<file path="config.mk">
export PLATFORM = sky130hd
export DESIGN_NAME = servo_key_striker_with_release_timer_flat
export DESIGN_NICKNAME = d
export VERILOG_FILES = /design/src/hdl/sks_pkg.sv /design/src/hdl/sks_if.sv /design/src/hdl/sks_divider.sv /design/src/hdl/sks_datapath.sv /design/src/hdl/sks_ctrl.sv /design/src/hdl/servo_key_striker_with_release_timer.sv /design/src/flat_wrapper.sv
export SDC_FILE = /design/constraint.sdc
export NUM_CORES = 2
export LEC_CHECK = 0
export BUFFER_PORTS_ARGS = -buffer_cell sky130_fd_sc_hd__buf_2
export CAP_MARGIN = 20
export CORE_UTILIZATION = 45
export DETAILED_ROUTE_END_ITERATION = 6
export GPL_TIMING_DRIVEN = 0
export RECOVER_POWER = 50
export SLEW_MARGIN = 5
export SYNTH_ARGS = -nofsm -noshare
export SYNTH_HDL_FRONTEND = slang
export SYNTH_SLANG_ARGS = --single-unit
</file>
<file path="constraint.sdc">
create_clock -name i_clk -period 9.3 [get_ports i_clk]
set_input_delay 0.93 -clock i_clk [delete_from_list [all_inputs] [get_ports i_clk]]
set_output_delay 0.93 -clock i_clk [all_outputs]
set_load 0.005 [all_outputs]
</file>
<file path="src/hdl/sks_pkg.sv">
// ----------------------------------------------------------------------------
// sks_pkg
// Types and constants shared by the servo key striker blocks.
// ----------------------------------------------------------------------------
package sks_pkg;

    // item modes
    localparam logic [1:0] MODE_STRIKE = 2'd0;
    localparam logic [1:0] MODE_TICK   = 2'd1;
    localparam logic [1:0] MODE_LOAD   = 2'd2;

    localparam int KEY_W   = 5;
    localparam int CHAN_W  = 4;
    localparam int VEL_W   = 7;
    localparam int ANG_W   = 8;
    localparam int PULSE_W = 12;
    localparam int TICK_W  = 16;

    localparam logic [TICK_W-1:0] RELEASE_TICKS_RST = 16'd100;
    localparam logic [TICK_W-1:0] TICK_MAX          = 16'hFFFF;

    // velocity full scale
    localparam logic signed [8:0] VEL_SCALE = 9'sd127;

    // shared divider: signed dividend and divisor, three quotient bits a cycle
    localparam int DVD_W    = 22;
    localparam int DVS_W    = 9;
    localparam int DMAG_W   = DVD_W - 1;
    localparam int SMAG_W   = DVS_W - 1;
    localparam int DIV_BITS = 3;
    localparam int DIV_ITER = DMAG_W / DIV_BITS;
    localparam int DCNT_W   = $clog2(DIV_ITER + 1);

    // angle arithmetic width, holds angle + offset - min_angle
    localparam int AX_W = 12;
    localparam int PD_W = PULSE_W + 1;

    typedef struct packed {
        logic [1:0]         mode;
        logic [KEY_W-1:0]   key;
        logic [VEL_W-1:0]   velocity;
        logic [ANG_W-1:0]   min_angle;
        logic [ANG_W-1:0]   max_angle;
        logic [PULSE_W-1:0] min_pulse;
        logic [PULSE_W-1:0] max_pulse;
        logic signed [ANG_W-1:0] angle_offset;
        logic [ANG_W-1:0]   soft_angle;
        logic [ANG_W-1:0]   hard_angle;
        logic [ANG_W-1:0]   rest_angle;
    } t_item;

    typedef struct packed {
        logic [ANG_W-1:0]   min_angle;
        logic [ANG_W-1:0]   max_angle;
        logic [PULSE_W-1:0] min_pulse;
        logic [PULSE_W-1:0] max_pulse;
        logic [ANG_W-1:0]   offset;
        logic [ANG_W-1:0]   soft_angle;
        logic [ANG_W-1:0]   hard_angle;
        logic [ANG_W-1:0]   rest_angle;
    } t_cal;

    typedef struct packed {
        logic [CHAN_W-1:0]  channel;
        logic [PULSE_W-1:0] pulse_us;
        logic               is_release;
        logic               last;
    } t_res;

    // controller to datapath
    typedef struct packed {
        logic capture;
        logic cal_wr;
        logic tick_start;
        logic scan_inc;
        logic mul_vel;
        logic div_start;
        logic div_pulse;
        logic ang_set;
        logic mul_pulse;
        logic clamp;
        logic emit;
        logic arm;
    } t_cmd;

    // datapath to controller
    typedef struct packed {
        logic [1:0] mode;
        logic       strike_ok;
        logic       load_ok;
        logic       div_busy;
        logic       div_done;
        logic       out_free;
        logic       scan_hit;
        logic       mask_empty;
    } t_sts;

endpackage

</file>
<file path="src/hdl/sks_if.sv">
// ----------------------------------------------------------------------------
// sks_if
// Valid/ready channels for striker items and pulse results.
// ----------------------------------------------------------------------------
interface sks_item_if import sks_pkg::*; ();
    logic                    valid;
    logic                    ready;
    logic [1:0]              mode;
    logic [KEY_W-1:0]        key;
    logic [VEL_W-1:0]        velocity;
    logic [ANG_W-1:0]        min_angle;
    logic [ANG_W-1:0]        max_angle;
    logic [PULSE_W-1:0]      min_pulse;
    logic [PULSE_W-1:0]      max_pulse;
    logic signed [ANG_W-1:0] angle_offset;
    logic [ANG_W-1:0]        soft_angle;
    logic [ANG_W-1:0]        hard_angle;
    logic [ANG_W-1:0]        rest_angle;

    modport source (
        output valid, mode, key, velocity, min_angle, max_angle, min_pulse, max_pulse,
               angle_offset, soft_angle, hard_angle, rest_angle,
        input  ready
    );
    modport sink (
        input  valid, mode, key, velocity, min_angle, max_angle, min_pulse, max_pulse,
               angle_offset, soft_angle, hard_angle, rest_angle,
        output ready
    );
endinterface

interface sks_res_if import sks_pkg::*; ();
    logic               valid;
    logic               ready;
    logic [CHAN_W-1:0]  channel;
    logic [PULSE_W-1:0] pulse_us;
    logic               is_release;
    logic               last;

    modport source (
        output valid, channel, pulse_us, is_release, last,
        input  ready
    );
    modport sink (
        input  valid, channel, pulse_us, is_release, last,
        output ready
    );
endinterface

</file>
<file path="src/hdl/sks_divider.sv">
// ----------------------------------------------------------------------------
// sks_divider
// Iterative signed divider, restoring, three quotient bits per cycle,
// quotient truncated toward zero.
// ----------------------------------------------------------------------------
module sks_divider import sks_pkg::*; (
    input  logic                    i_clk,
    input  logic                    i_rst_n,
    input  logic                    i_start,
    input  logic signed [DVD_W-1:0] i_dividend,
    input  logic signed [DVS_W-1:0] i_divisor,
    output logic                    o_busy,
    output logic                    o_done,
    output logic signed [DVD_W-1:0] o_quot
);

    logic              r_busy;
    logic              r_done;
    logic [DCNT_W-1:0] r_cnt;
    logic              r_neg;
    logic [SMAG_W-1:0] r_dvs;
    logic [SMAG_W-1:0] r_rem;
    logic [DMAG_W-1:0] r_q;
    logic [SMAG_W-1:0] n_rem;
    logic [DMAG_W-1:0] n_q;
    logic [SMAG_W:0]   trial;
    logic [DVD_W-1:0]  dvd_abs;
    logic [DVS_W-1:0]  dvs_abs;

    assign dvd_abs = i_dividend[DVD_W-1] ? DVD_W'(-i_dividend) : DVD_W'(i_dividend);
    assign dvs_abs = i_divisor[DVS_W-1] ? DVS_W'(-i_divisor) : DVS_W'(i_divisor);

    always_comb begin
        n_rem = r_rem;
        n_q   = r_q;
        trial = '0;
        for (int i = 0; i < DIV_BITS; i++) begin
            trial = {n_rem, n_q[DMAG_W-1]};
            n_q   = {n_q[DMAG_W-2:0], 1'b0};
            if (trial >= {1'b0, r_dvs}) begin
                trial  = trial - {1'b0, r_dvs};
                n_q[0] = 1'b1;
            end
            n_rem = trial[SMAG_W-1:0];
        end
    end

    always_ff @(posedge i_clk) begin
        if (!i_rst_n) begin
            r_busy <= 1'b0;
            r_done <= 1'b0;
            r_cnt  <= '0;
        end else begin
            r_done <= 1'b0;
            if (i_start) begin
                r_busy <= 1'b1;
                r_cnt  <= DCNT_W'(DIV_ITER);
            end else if (r_busy) begin
                r_cnt <= r_cnt - DCNT_W'(1);
                if (r_cnt == DCNT_W'(1)) begin
                    r_busy <= 1'b0;
                    r_done <= 1'b1;
                end
            end
        end
    end

    always_ff @(posedge i_clk) begin
        if (i_start) begin
            r_neg <= i_dividend[DVD_W-1] ^ i_divisor[DVS_W-1];
            r_q   <= dvd_abs[DMAG_W-1:0];
            r_dvs <= dvs_abs[SMAG_W-1:0];
            r_rem <= '0;
        end else if (r_busy) begin
            r_q   <= n_q;
            r_rem <= n_rem;
        end
    end

    assign o_busy = r_busy;
    assign o_done = r_done;
    assign o_quot = r_neg ? -$signed({1'b0, r_q}) : $signed({1'b0, r_q});

endmodule

</file>
<file path="src/hdl/sks_datapath.sv">
// ----------------------------------------------------------------------------
// sks_datapath
// Calibration memory, release countdowns, angle and pulse arithmetic,
// result register.
// ----------------------------------------------------------------------------
module sks_datapath import sks_pkg::*; #(
    parameter int KEYS = 16
) (
    input  logic              i_clk,
    input  logic              i_rst_n,
    input  logic              i_cfg_wr_en,
    input  logic [TICK_W-1:0] i_cfg_wr_data,
    input  t_item             i_item,
    input  t_cmd              i_cmd,
    output t_sts              o_sts,
    input  logic              i_out_ready,
    output logic              o_out_valid,
    output t_res              o_out
);

    localparam int IDX_W = (KEYS > 1) ? $clog2(KEYS) : 1;
    localparam logic [KEY_W-1:0] KEYS_K = KEY_W'(KEYS);

    t_item              r_item;
    logic [TICK_W-1:0]  r_release_ticks;
    t_cal               r_cal_mem [KEYS];
    t_cal               r_cal;
    logic [TICK_W-1:0]  r_rem [KEYS];
    logic [KEYS-1:0]    r_mask;
    logic [KEYS-1:0]    n_mask;
    logic [IDX_W-1:0]   r_scan_idx;
    logic signed [DVD_W-1:0] r_prod;
    logic signed [AX_W-1:0]  r_xd;
    logic signed [PD_W-1:0]  r_pd;
    logic               r_eq;
    logic [PULSE_W-1:0] r_pulse;
    logic               r_out_valid;
    t_res               r_out;

    logic               is_tick;
    logic [IDX_W-1:0]   strike_idx;
    logic [IDX_W-1:0]   load_idx;
    logic [IDX_W-1:0]   rd_idx;
    logic               key_in_range;
    logic [TICK_W-1:0]  arm_cnt;
    logic               out_free;
    logic               rel_last;
    logic signed [8:0]  vdiff;
    logic signed [16:0] vprod;
    logic signed [24:0] pprod;
    logic signed [DVS_W-1:0] divisor;
    logic [AX_W-1:0]    ang;
    logic [AX_W-1:0]    xd;
    logic signed [DVD_W-1:0] quot;
    logic               div_busy;
    logic               div_done;
    logic signed [DVD_W:0] p_raw;
    logic signed [DVD_W:0] p_min;
    logic signed [DVD_W:0] p_max;
    logic [PULSE_W-1:0] p_clamped;

    assign is_tick      = (r_item.mode == MODE_TICK);
    assign strike_idx   = IDX_W'(r_item.key - KEY_W'(1));
    assign load_idx     = IDX_W'(r_item.key);
    assign rd_idx       = is_tick ? r_scan_idx : strike_idx;
    assign key_in_range = (r_item.key != '0) && (r_item.key <= KEYS_K);
    assign arm_cnt      = (r_release_ticks == TICK_MAX) ? TICK_MAX
                                                        : r_release_ticks + TICK_W'(1);
    assign out_free     = !r_out_valid || i_out_ready;
    assign rel_last     = (r_mask & ~(KEYS'(1) << r_scan_idx)) == '0;

    always_comb begin
        for (int k = 0; k < KEYS; k++) begin
            n_mask[k] = (r_rem[k] == TICK_W'(1));
        end
    end

    // arithmetic
    assign vdiff   = $signed({1'b0, r_cal.hard_angle}) - $signed({1'b0, r_cal.soft_angle});
    assign vprod   = $signed({1'b0, r_item.velocity}) * vdiff;
    assign pprod   = r_xd * r_pd;
    assign divisor = i_cmd.div_pulse
                   ? $signed({1'b0, r_cal.max_angle}) - $signed({1'b0, r_cal.min_angle})
                   : VEL_SCALE;
    // strike angle from the quotient, release angle straight from the table
    assign ang = is_tick ? {4'b0, r_cal.rest_angle}
                         : quot[AX_W-1:0] + {4'b0, r_cal.soft_angle};
    assign xd  = ang + {{4{r_cal.offset[ANG_W-1]}}, r_cal.offset} - {4'b0, r_cal.min_angle};

    assign p_min = $signed({11'b0, r_cal.min_pulse});
    assign p_max = $signed({11'b0, r_cal.max_pulse});

    always_comb begin
        p_raw = r_eq ? p_min : $signed({quot[DVD_W-1], quot}) + p_min;
        if (p_raw < p_min) begin
            p_raw = p_min;
        end
        if (p_raw > p_max) begin
            p_raw = p_max;
        end
        p_clamped = p_raw[PULSE_W-1:0];
    end

    sks_divider u_div (
        .i_clk      (i_clk),
        .i_rst_n    (i_rst_n),
        .i_start    (i_cmd.div_start),
        .i_dividend (r_prod),
        .i_divisor  (divisor),
        .o_busy     (div_busy),
        .o_done     (div_done),
        .o_quot     (quot)
    );

    // calibration memory, registered read
    always_ff @(posedge i_clk) begin
        if (i_cmd.cal_wr) begin
            r_cal_mem[load_idx] <= '{min_angle:  r_item.min_angle,
                                     max_angle:  r_item.max_angle,
                                     min_pulse:  r_item.min_pulse,
                                     max_pulse:  r_item.max_pulse,
                                     offset:     r_item.angle_offset,
                                     soft_angle: r_item.soft_angle,
                                     hard_angle: r_item.hard_angle,
                                     rest_angle: r_item.rest_angle};
        end
        r_cal <= r_cal_mem[rd_idx];
    end

    always_ff @(posedge i_clk) begin
        if (!i_rst_n) begin
            r_release_ticks <= RELEASE_TICKS_RST;
            r_mask          <= '0;
            r_scan_idx      <= '0;
            r_out_valid     <= 1'b0;
            for (int k = 0; k < KEYS; k++) begin
                r_rem[k] <= '0;
            end
        end else begin
            if (i_cfg_wr_en) begin
                r_release_ticks <= i_cfg_wr_data;
            end
            if (i_cmd.tick_start) begin
                for (int k = 0; k < KEYS; k++) begin
                    if (r_rem[k] != '0) begin
                        r_rem[k] <= r_rem[k] - TICK_W'(1);
                    end
                end
            end else if (i_cmd.arm) begin
                r_rem[strike_idx] <= arm_cnt;
            end
            if (i_cmd.tick_start) begin
                r_mask     <= n_mask;
                r_scan_idx <= '0;
            end else begin
                if (i_cmd.scan_inc) begin
                    r_scan_idx <= r_scan_idx + IDX_W'(1);
                end
                if (i_cmd.emit && is_tick) begin
                    r_mask[r_scan_idx] <= 1'b0;
                end
            end
            if (i_cmd.emit) begin
                r_out_valid <= 1'b1;
            end else if (i_out_ready) begin
                r_out_valid <= 1'b0;
            end
        end
    end

    always_ff @(posedge i_clk) begin
        if (i_cmd.capture) begin
            r_item <= i_item;
        end
        if (i_cmd.mul_vel) begin
            r_prod <= {{(DVD_W-17){vprod[16]}}, vprod};
        end else if (i_cmd.mul_pulse) begin
            r_prod <= pprod[DVD_W-1:0];
        end
        if (i_cmd.ang_set) begin
            r_xd <= $signed(xd);
            r_pd <= $signed({1'b0, r_cal.max_pulse}) - $signed({1'b0, r_cal.min_pulse});
            r_eq <= (r_cal.max_angle == r_cal.min_angle);
        end
        if (i_cmd.clamp) begin
            r_pulse <= p_clamped;
        end
        if (i_cmd.emit) begin
            r_out.channel    <= CHAN_W'(rd_idx);
            r_out.pulse_us   <= r_pulse;
            r_out.is_release <= is_tick;
            r_out.last       <= is_tick ? rel_last : 1'b1;
        end
    end

    assign o_sts.mode       = r_item.mode;
    assign o_sts.strike_ok  = key_in_range && (r_rem[strike_idx] == '0);
    assign o_sts.load_ok    = (r_item.key < KEYS_K);
    assign o_sts.div_busy   = div_busy;
    assign o_sts.div_done   = div_done;
    assign o_sts.out_free   = out_free;
    assign o_sts.scan_hit   = r_mask[r_scan_idx];
    assign o_sts.mask_empty = (r_mask == '0);

    assign o_out_valid = r_out_valid;
    assign o_out       = r_out;

endmodule

</file>
<file path="src/hdl/sks_ctrl.sv">
// ----------------------------------------------------------------------------
// sks_ctrl
// Sequencer for strike, tick scan and calibration load.
// ----------------------------------------------------------------------------
module sks_ctrl import sks_pkg::*; (
    input  logic i_clk,
    input  logic i_rst_n,
    input  logic i_in_valid,
    output logic o_in_ready,
    input  t_sts i_sts,
    output t_cmd o_cmd
);

    localparam logic [3:0] S_IDLE   = 4'd0;
    localparam logic [3:0] S_DECODE = 4'd1;
    localparam logic [3:0] S_VMUL   = 4'd2;
    localparam logic [3:0] S_VSTART = 4'd3;
    localparam logic [3:0] S_VWAIT  = 4'd4;
    localparam logic [3:0] S_ANGLE  = 4'd5;
    localparam logic [3:0] S_PMUL   = 4'd6;
    localparam logic [3:0] S_PSTART = 4'd7;
    localparam logic [3:0] S_PWAIT  = 4'd8;
    localparam logic [3:0] S_CLAMP  = 4'd9;
    localparam logic [3:0] S_EMIT   = 4'd10;
    localparam logic [3:0] S_SCAN   = 4'd11;

    logic [3:0] r_state;
    logic [3:0] n_state;

    always_comb begin
        n_state    = r_state;
        o_cmd      = '0;
        o_in_ready = 1'b0;
        case (r_state)
            S_IDLE: begin
                o_in_ready = 1'b1;
                if (i_in_valid) begin
                    o_cmd.capture = 1'b1;
                    n_state       = S_DECODE;
                end
            end
            S_DECODE: begin
                case (i_sts.mode)
                    MODE_STRIKE: begin
                        n_state = i_sts.strike_ok ? S_VMUL : S_IDLE;
                    end
                    MODE_TICK: begin
                        o_cmd.tick_start = 1'b1;
                        n_state          = S_SCAN;
                    end
                    MODE_LOAD: begin
                        o_cmd.cal_wr = i_sts.load_ok;
                        n_state      = S_IDLE;
                    end
                    default: begin
                        n_state = S_IDLE;
                    end
                endcase
            end
            S_VMUL: begin
                o_cmd.mul_vel = 1'b1;
                n_state       = S_VSTART;
            end
            S_VSTART: begin
                o_cmd.div_start = 1'b1;
                n_state         = S_VWAIT;
            end
            S_VWAIT: begin
                if (i_sts.div_done) begin
                    n_state = S_ANGLE;
                end
            end
            S_ANGLE: begin
                o_cmd.ang_set = 1'b1;
                n_state       = S_PMUL;
            end
            S_PMUL: begin
                o_cmd.mul_pulse = 1'b1;
                n_state         = S_PSTART;
            end
            S_PSTART: begin
                o_cmd.div_start = 1'b1;
                o_cmd.div_pulse = 1'b1;
                n_state         = S_PWAIT;
            end
            S_PWAIT: begin
                o_cmd.div_pulse = 1'b1;
                if (i_sts.div_done) begin
                    n_state = S_CLAMP;
                end
            end
            S_CLAMP: begin
                o_cmd.clamp = 1'b1;
                n_state     = S_EMIT;
            end
            S_EMIT: begin
                if (i_sts.out_free) begin
                    o_cmd.emit = 1'b1;
                    if (i_sts.mode == MODE_STRIKE) begin
                        o_cmd.arm = 1'b1;
                        n_state   = S_IDLE;
                    end else begin
                        n_state = S_SCAN;
                    end
                end
            end
            S_SCAN: begin
                // walk the expiry mask, one key a cycle until an expiring key is found and sent
                if (i_sts.mask_empty) begin
                    n_state = S_IDLE;
                end else if (i_sts.scan_hit) begin
                    n_state = S_ANGLE;
                end else begin
                    o_cmd.scan_inc = 1'b1;
                end
            end
            default: begin
                n_state = S_IDLE;
            end
        endcase
    end

    always_ff @(posedge i_clk) begin
        if (!i_rst_n) begin
            r_state <= S_IDLE;
        end else begin
            r_state <= n_state;
        end
    end

endmodule

</file>
<file path="src/hdl/servo_key_striker_with_release_timer.sv">
// A strike on an idle key goes through decode, velocity multiply, first division, angle,
//   pulse multiply, second division, clamp and emit into the result register, where emit
//   waits for a free output register; loads and ignored items end after decode.
// A new item is only accepted in idle, once the previous one is done; a tick scans the
//   expiry mask and runs angle through emit for each expiring key.
// Synchronous active-low reset idles all keys, sets release_ticks to 100, keeps calibration.
// ----------------------------------------------------------------------------
// servo_key_striker_with_release_timer
// Multi-key servo striker: calibration load, velocity strikes, timed release.
// ----------------------------------------------------------------------------
module servo_key_striker_with_release_timer import sks_pkg::*; #(
    parameter int KEYS = 16
) (
    input  logic              i_clk,
    input  logic              i_rst_n,
    input  logic              i_cfg_wr_en,
    input  logic [TICK_W-1:0] i_cfg_wr_data,
    sks_item_if.sink          i_item,
    sks_res_if.source         o_res
);

    t_item item;
    t_cmd  cmd;
    t_sts  sts;
    t_res  res;
    logic  res_valid;

    assign item.mode         = i_item.mode;
    assign item.key          = i_item.key;
    assign item.velocity     = i_item.velocity;
    assign item.min_angle    = i_item.min_angle;
    assign item.max_angle    = i_item.max_angle;
    assign item.min_pulse    = i_item.min_pulse;
    assign item.max_pulse    = i_item.max_pulse;
    assign item.angle_offset = i_item.angle_offset;
    assign item.soft_angle   = i_item.soft_angle;
    assign item.hard_angle   = i_item.hard_angle;
    assign item.rest_angle   = i_item.rest_angle;

    sks_ctrl u_ctrl (
        .i_clk      (i_clk),
        .i_rst_n    (i_rst_n),
        .i_in_valid (i_item.valid),
        .o_in_ready (i_item.ready),
        .i_sts      (sts),
        .o_cmd      (cmd)
    );

    sks_datapath #(
        .KEYS (KEYS)
    ) u_dp (
        .i_clk         (i_clk),
        .i_rst_n       (i_rst_n),
        .i_cfg_wr_en   (i_cfg_wr_en),
        .i_cfg_wr_data (i_cfg_wr_data),
        .i_item        (item),
        .i_cmd         (cmd),
        .o_sts         (sts),
        .i_out_ready   (o_res.ready),
        .o_out_valid   (res_valid),
        .o_out         (res)
    );

    assign o_res.valid      = res_valid;
    assign o_res.channel    = res.channel;
    assign o_res.pulse_us   = res.pulse_us;
    assign o_res.is_release = res.is_release;
    assign o_res.last       = res.last;

    // a result is only loaded into a free output register
    a_emit_free: assert property (@(posedge i_clk) disable iff (!i_rst_n)
        cmd.emit |-> sts.out_free)
        else $error("result loaded while output register occupied");

    // the divider is never restarted mid-division
    a_div_idle: assert property (@(posedge i_clk) disable iff (!i_rst_n)
        cmd.div_start |-> !sts.div_busy)
        else $error("divider started while busy");

    // arming only goes with a strike result
    a_arm_emit: assert property (@(posedge i_clk) disable iff (!i_rst_n)
        cmd.arm |-> (cmd.emit && sts.mode == MODE_STRIKE))
        else $error("countdown armed without strike result");

    // ready drops after an item is accepted, so items are never taken back to back
    a_busy_after: assert property (@(posedge i_clk) disable iff (!i_rst_n)
        (i_item.valid && i_item.ready) |=> !i_item.ready)
        else $error("item accepted back to back");

endmodule

</file>
<file path="src/flat_wrapper.sv">
// flat-port wrapper written by rule: the top's interface ports become plain ports
module servo_key_striker_with_release_timer_flat import sks_pkg::*;
#(
    parameter int KEYS = 16
)
  (i_clk, i_rst_n, i_cfg_wr_en, i_cfg_wr_data, i_item_valid, i_item_mode, i_item_key, i_item_velocity, i_item_min_angle, i_item_max_angle, i_item_min_pulse, i_item_max_pulse, i_item_angle_offset, i_item_soft_angle, i_item_hard_angle, i_item_rest_angle, i_item_ready, o_res_valid, o_res_channel, o_res_pulse_us, o_res_is_release, o_res_last, o_res_ready);
  sks_item_if i_item_i ();
  sks_res_if o_res_i ();
  input  logic i_clk;
  input  logic i_rst_n;
  input  logic i_cfg_wr_en;
  input  logic [TICK_W-1:0] i_cfg_wr_data;
  input wire logic [$bits(i_item_i.valid)-1:0] i_item_valid;
  input wire logic [$bits(i_item_i.mode)-1:0] i_item_mode;
  input wire logic [$bits(i_item_i.key)-1:0] i_item_key;
  input wire logic [$bits(i_item_i.velocity)-1:0] i_item_velocity;
  input wire logic [$bits(i_item_i.min_angle)-1:0] i_item_min_angle;
  input wire logic [$bits(i_item_i.max_angle)-1:0] i_item_max_angle;
  input wire logic [$bits(i_item_i.min_pulse)-1:0] i_item_min_pulse;
  input wire logic [$bits(i_item_i.max_pulse)-1:0] i_item_max_pulse;
  input wire logic [$bits(i_item_i.angle_offset)-1:0] i_item_angle_offset;
  input wire logic [$bits(i_item_i.soft_angle)-1:0] i_item_soft_angle;
  input wire logic [$bits(i_item_i.hard_angle)-1:0] i_item_hard_angle;
  input wire logic [$bits(i_item_i.rest_angle)-1:0] i_item_rest_angle;
  output wire logic [$bits(i_item_i.ready)-1:0] i_item_ready;
  output wire logic [$bits(o_res_i.valid)-1:0] o_res_valid;
  output wire logic [$bits(o_res_i.channel)-1:0] o_res_channel;
  output wire logic [$bits(o_res_i.pulse_us)-1:0] o_res_pulse_us;
  output wire logic [$bits(o_res_i.is_release)-1:0] o_res_is_release;
  output wire logic [$bits(o_res_i.last)-1:0] o_res_last;
  input wire logic [$bits(o_res_i.ready)-1:0] o_res_ready;
  assign i_item_i.valid = i_item_valid;
  assign i_item_i.mode = i_item_mode;
  assign i_item_i.key = i_item_key;
  assign i_item_i.velocity = i_item_velocity;
  assign i_item_i.min_angle = i_item_min_angle;
  assign i_item_i.max_angle = i_item_max_angle;
  assign i_item_i.min_pulse = i_item_min_pulse;
  assign i_item_i.max_pulse = i_item_max_pulse;
  assign i_item_i.angle_offset = i_item_angle_offset;
  assign i_item_i.soft_angle = i_item_soft_angle;
  assign i_item_i.hard_angle = i_item_hard_angle;
  assign i_item_i.rest_angle = i_item_rest_angle;
  assign i_item_ready = i_item_i.ready;
  assign o_res_valid = o_res_i.valid;
  assign o_res_channel = o_res_i.channel;
  assign o_res_pulse_us = o_res_i.pulse_us;
  assign o_res_is_release = o_res_i.is_release;
  assign o_res_last = o_res_i.last;
  assign o_res_i.ready = o_res_ready;
  servo_key_striker_with_release_timer #(.KEYS(KEYS)) u_core (.i_clk(i_clk), .i_rst_n(i_rst_n), .i_cfg_wr_en(i_cfg_wr_en), .i_cfg_wr_data(i_cfg_wr_data), .i_item(i_item_i), .o_res(o_res_i));
endmodule
</file>
---- Word-level counts from Yosys, hierarchy flattened ----
Memory sizes are Yosys's and may differ from the RTL's. A register that Yosys moved wholly into a read port is not among the register bits.
Index checks and enable logic that the tools add are counted.
word-level totals
  logic and storage cells ................. 329
  input port bits ......................... 107
  flip-flop bits (word level) ............. 248
  memories ................................ 2
  output and inout bits ................... 20
  memory bits (writable) .................. 1408
cells by class
  multiplexer cells ....................... 152
  reduce and logical (&&, ||, !) cells .... 38
  shift operators ......................... 1
  bitwise logic cells ..................... 23
  multipliers ............................. 2
  equal/unequal tests ..................... 37
  add/sub/neg operators ................... 33
  $lt $le $gt $ge ......................... 9
memory list
  name                   depth  bits a word  read ports  clocked after memory_dff  wr ports  RTL line            text
  u_core.u_dp.r_cal_mem  16     72           1           1                         1         sks_datapath.sv:26  t_cal r_cal_mem [KEYS];
  u_core.u_dp.r_rem      16     16           17          0                         16        sks_datapath.sv:28  logic [TICK_W-1:0] r_rem [KEYS];
operators by type and width
  cell                   count
  $mux 16                20
  $eq 16x1->1 const B    16
  $reduce_bool 16->1     16
  $sub 16x1->16 const B  16
  $mux 1                 98
  $mux 22                3
  $mux 21                3
  $logic_not 16->1       3
  $pmux 4 s12            1
  $mux 23                2
  $mux 4                 9
  $and 16x16->16         2
  $mux 8                 4
  $not 16->16            2
  $ge 9x8->1             3
  $mux 12                2
  $sub 8x8->8            3
  $add 22x13->23         1
  $gt 23x13->1           1
  $lt 23x13->1           1
  $mul 12x13->22         1
  $neg 21->22            1
  $neg 21->21            1
  $sub 8x8->9            2
  other kinds (46)       84

---- Depth between registers and ports, before layout ----
  depth in word-level cells ............... 10
  gate-level depth with buffers ........... 35
  depth with buffers taken out ............ 32

---- Modules after synthesis ----
Synthesis repeated with hierarchy kept, for this count alone.
unflattened totals
  cells, all modules ...................... 5828
  area total of the unflattened synthesis .. 83307.4 µm²
by module, submodules not included
  module        cells each  sequential area each (µm²)  times used  area each (µm²)
  sks_datapath  5316        49387.4                     1           78944.5
  sks_divider   442         1161.1                      1           3895.0
  sks_ctrl      70          80.1                        1           467.9

---- Worst setup path after synthesis ----
No wires, ideal clock.
  kind .................................... flip-flop to flip-flop
  from .................................... register u_core.u_ctrl.r_state[2]
  to ...................................... memory u_core.u_dp.r_cal_mem[3][0] in the netlist's numbering (enable)
  path slack .............................. 2.298 ns
  clock period less this slack ............ 7.002 ns
  stages on the path, launching flop included .. 7
  path buffers ............................ 1
  required time ........................... 8.710 ns
  library setup time ...................... 0.590 ns
  data arrival time ....................... 6.412 ns
  path through ............................ dfxtp_1 > clkbuf_1 > nor2_1 > nand3_1 > nor4b_1 > nand2_1 > nor3_1
between the ends
  word-level cells in the longest chain between the ends .. 4
RTL lines
  element                       RTL line             text
  start: declaration            sks_ctrl.sv:27       logic [3:0] r_state;
  start signal: assignment      sks_ctrl.sv:127      r_state <= n_state;
  $eq 4x1->1                    sks_ctrl.sv:34       case (r_state)
  $mux 2                        sks_ctrl.sv:34
  $mux 1                        sks_datapath.sv:117  if (i_cmd.cal_wr) begin
  $mux 1 (not written as such)  sks_datapath.sv:118  r_cal_mem[load_idx] <= '{min_angle: r_item.min_angle,
  end: declaration              sks_datapath.sv:26
No other way between the ends.

---- Final worst setup path ----
  from .................................... register u_core.u_dp.u_div.r_neg
  to ...................................... register u_core.u_dp.r_pulse[10], data pin
between the ends
  word-level cells in the longest chain between the ends .. 7
RTL lines
  element                    RTL line             text
  start: declaration         sks_divider.sv:20    logic r_neg;
  start signal: assignment   sks_divider.sv:70    r_neg <= i_dividend[DVD_W-1] ^ i_divisor[DVS_W-1];
  $mux 22 (*)                sks_divider.sv:82    assign o_quot = r_neg ? -$signed({1'b0, r_q}) : $signed({1'b0, r_q});
  $add 22x13->23 (*)         sks_datapath.sv:94   p_raw = r_eq ? p_min : $signed({quot[DVD_W-1], quot}) + p_min;
  $mux 23 (*)                sks_datapath.sv:94
  $lt 23x13->1               sks_datapath.sv:95   if (p_raw < p_min) begin
  $mux 23 (*)                sks_datapath.sv:95
  $gt 23x13->1               sks_datapath.sv:98   if (p_raw > p_max) begin
  $mux 12 (*)                sks_datapath.sv:98
  via u_core.u_dp.p_raw[10]  sks_datapath.sv:57   logic signed [DVD_W:0] p_raw;
  end signal: assignment     sks_datapath.sv:186  r_pulse <= p_clamped;
  end: declaration           sks_datapath.sv:36   logic [PULSE_W-1:0] r_pulse;
The timed path passes the listed nets; every way through them passes the cells marked *.
A chain may end at the register's enable or synchronous reset.

==> summary.txt <==
Worst setup path
  • Critical Path RT: 9850 ps
  • Reg2Reg Setup Slack: 600 ps
  • Slowest stage delay, CP: 470 ps
  • Worst path depth: 31
  • CP top delay family: compound AO/OA/AOI/OAI gates
  • Worst setup EP type: flop
  • Crit Reg-Reg Endpoint: u_core.u_dp.r_pulse[10]
  • R2R Path Start: u_core.u_dp.u_div.r_neg
  • Crit path from: u_core.u_dp.u_div.r_neg
  • Worst setup endpoint: u_core.u_dp.r_pulse[10]
  • Worst Reg-to-Reg Cells: 31
  • CP max-delay cell: fa_1
  • Crit path kind: reg2reg
  • Startpoint Class: flop
  • Crit path buffers/inverters: 7
  • CP max FO: 10
  • Worst Path Arrival: 9250 ps

Timing
  • Slew Viols, Final: 200
  • Max-slew headroom: -0.9984
  • Fin crit period: 8700 ps
  • Final worst path period share: 0.9354
  • RSZ-0062 raised after global routing: no
  • Worst slew pin tran: 2998 ps
  • Clock skew: 56.75 ps
  • Final Hold Viols: 0
  • Fmax: 114.9 MHz
  • Worst Hold Slack: 258.8 ps
  • # setup viols final: 0

Finish
  • Fin area: 94940 um2
  • Final core utilization: 0.5169
  • Area delta synth->final: 13.73%
  • Multi-input logic area: 30430 um2
  • Layout cells sized above 1: 0.1279
  • FILL cells: 15.38k
  • Layout Cells excl Fill: 8955
  • Post-layout nets: 6892
  • FF/Latch Area: 50630 um2

Logic synthesis
  • Ys Warns: 0
  • Syn Inst Count: 5906
  • Post-synth top flop: edfxtp_1
  • Synth Area in Compound Gates: 0.06800
  • Synth Area per Inst: 14.13 um2
  • Syn_nets: 6464
  • Synth area leaders: edfxtp_1 (58%), mux4_2 (7.9%), fa_1 (4.7%)
  • Syn Std Cell Area: 83480 um2
  • Cell variety after synth: 78
  • Top-area cell type share of the netlist area: 0.5763
  • Top cell type by total area after synthesis: edfxtp_1
  • Ys async rst share: 0
  • Adder-cell share of the synthesized area: 0.08541
  • Sequential-to-total area share from yosys stat: 0.6065
  • Post-synth EDFFs: 1602
  • Post-synthesis mux area share: 0.08617
  • Post-synthesis simple-gate area fraction: 0.08622
  • #FFs+latches synth: 1728
  • Combinational family with the most area after synthesis: simple AND/OR/NAND/NOR gates
  • Post-Synth XOR/XNOR Area: 0.03783

Placement
  • Dpl hpwl: 152700 um
  • GPL Wtd Cong: 0.8816
  • # port buffers: 125
  • Placed cell count: 8603
  • Cell Area, Placed: 89050 um2

Run status
  • Failing checks: max-capacitance violations, max-slew violations
  • Run status: finished with violations

Global route
  • Vias in the first global route: 50.76k
  • First-pass GRT wire length: 323700 um
  • Gr usage total: 0.2325
  • Initial antenna violation count: 5
  • Remaining Overflow, GRT: 0
  • Pin count of the biggest net entering global routing: 51

Floorplan
  • Row cnt: 157
  • Core Area: 183700 um2
  • Area of the die: 187200 um2
  • Num ports: 127
  • Die height: 432.7 um
  • Die Wd: 432.7 um
  • Initial Utilization: 0.4545

Pwr
  • Leakage: 32.90 nW
  • Peak VDD IR: 0.001065 V
  • Power per standard cell area: 402.9 nW/um2
  • Post-layout power: 38.25 mW

Drt
  • First drt pass iteration count: 6
  • WL final: 216700 um
  • Final ANT Viol Nets: 0
  • Vias per cell: 5.686
  • DRT iter0 DRCs: 4758
  • DRC Markers: 0
  • WL/cell: 24.20 um
  • Via count: 50.92k

Clocking
  • Setup bufs post-CTS: 0
  • Total CTS buffers: 181
  • Worst-Skew Late Latency: 840 ps
  • Clock sinks: 1728
  • Post-CTS Hold Buffers: 0
  • Post-cts resize count: 0
  • Clock-pin transition on the worst setup and hold timing paths: 60 ps
  • Max clock buf depth: 3
  • CTS tree: built
  • Clk root buf: clkbuf_16
  • Clock H-tree levels: 4

Job
  • Maxcap violations: 8

Hold path
  • Hold Crit Class: in2reg
## synth_stat cells, drive strengths merged, types with 6 or more instances
cell type and count:
edfxtp 1602, nand2 509, inv 394, mux4 293, ha 253, xnor2 234, nor2 225, clkbuf 210
o22ai 206, o21ai 199, fa 198, and2 167, nand3 139, dfxtp 126, xor2 124, nor3 112
a21oi 106, a31oi 83, a211oi 80, nor4 80, buf 54, nor2b 48, nand2b 43, a21boi 36
mux2i 32, or4 31, nand4 30, o211ai 27, o31ai 24, or3 24, a21o 22, and3 22
mux2 21, nand3b 20, o21a 20, o21bai 12, o31a 12, o41ai 11, or2 11, nor3b 9
o2111ai 7, o311ai 6
## layout make-up
class / instances / share of cell area
plain buffers: 264 / 0.01060
multi-input cells: 3518 / 0.3205
repair buffers: 245 / 0.02356
diodes: 1 / 0.00002636
inverters: 396 / 0.01566
well taps: 2464 / 0.03247
flip-flops and latches: 1728 / 0.5333
clock inverters: 98 / 0.01203
clock buffers: 241 / 0.05187
## cell usage in the layout, fill, tap and decap left out, types with 124 or more instances in the layout
cell       synthesis  layout
and2_1           166     163
nand3_1          139     139
clkbuf_1         210     296
nor2_1           225     218
xor2_1           124     124
o21ai_0          190     190
clkbuf_16          0     181
xnor2_1          234     233
nand2_1          509     509
fa_1             198     198
o22ai_1          206     206
mux4_2           293     293
dfxtp_1          126     126
ha_1             253     253
edfxtp_1        1602    1602
inv_1            393     393
## report_power, final
group | internal, mW | total (mW) | switching (mW)
clock network | 4.23 | 7.38 | 3.15
logic | 8.34 | 20.2 | 11.9
registers | 9.81 | 10.7 | 0.863
total | 22.4 | 38.3 | 15.9
## flip-flops by register name, indices dropped and copies added (netlist names), 12 cells and up
register / cells
u_core.u_dp.r_pd: 13
u_core.u_dp.o_out: 18
u_core.u_dp.r_cal_mem: 1152
u_core.u_dp.r_release_ticks: 16
u_core.u_dp.r_prod: 22
u_core.u_dp.r_xd: 12
u_core.u_dp.p_min: 12
u_core.u_dp.r_rem: 256
u_core.u_dp.r_cal: 48
u_core.u_dp.r_pulse: 12
u_core.u_dp.u_div.r_q: 21
u_core.u_dp.r_item: 80
u_core.u_dp.p_max: 12
u_core.u_dp.r_mask: 16
## routing by layer
metal / share of wire / global-route usage / routed length, um / vias to the layer above
li1: - / - / - / 23070
met1: 0.42 / 0.3155 / 91890 / 25870
met2: 0.49 / 0.3881 / 106000 / 1643
met3: 0.059 / 0.03338 / 12760 / 335
met4: 0.028 / 0.06924 / 6083 / 6
met5: 0.00019 / 0 / 42 / -
## stage by stage
stage               setup TNS (ps)  worst slack (ps)
floorplan                        0              2298
global placement          -1216640             -4241
detailed placement               0             670.1
CTS                              0             634.2
global route                     0             18.17
finish                           0             600.4
## worst min-delay path by stage
stage / from / endpoint / slack, ps / depth (start not counted)
2_1_floorplan: u_core.u_dp.r_pulse[8] / u_core.u_dp.o_out[10] / 400 / 0
3_3_place_gp: u_core.u_dp.r_pulse[9] / u_core.u_dp.o_out[11] / 400 / 0
3_5_place_dp: u_core.u_dp.r_pulse[8] / u_core.u_dp.o_out[10] / 400 / 0
4_1_cts: i_item_soft_angle[5] / u_core.u_dp.r_item[21] / 200 / 1
5_1_grt: i_item_angle_offset[1] / u_core.u_dp.r_item[25] / 220 / 1
6_report: i_item_soft_angle[0] / u_core.u_dp.r_item[16] / 260 / 1
## cells by family (layout without fill, tap and decap cells)
| group | count (synthesis) | after routing |
|---|---|---|
| buf+inv | 660 | 1244 |
| fa+ha+maj | 451 | 451 |
| mux | 346 | 346 |
| flops | 1728 | 1728 |
| xor+xnor | 359 | 359 |
| simple gates | 1478 | 1478 |
| compound gates | 884 | 884 |
| other cells | 0 | 1 |
No activity file was read; power rests on OpenSTA's default activity.
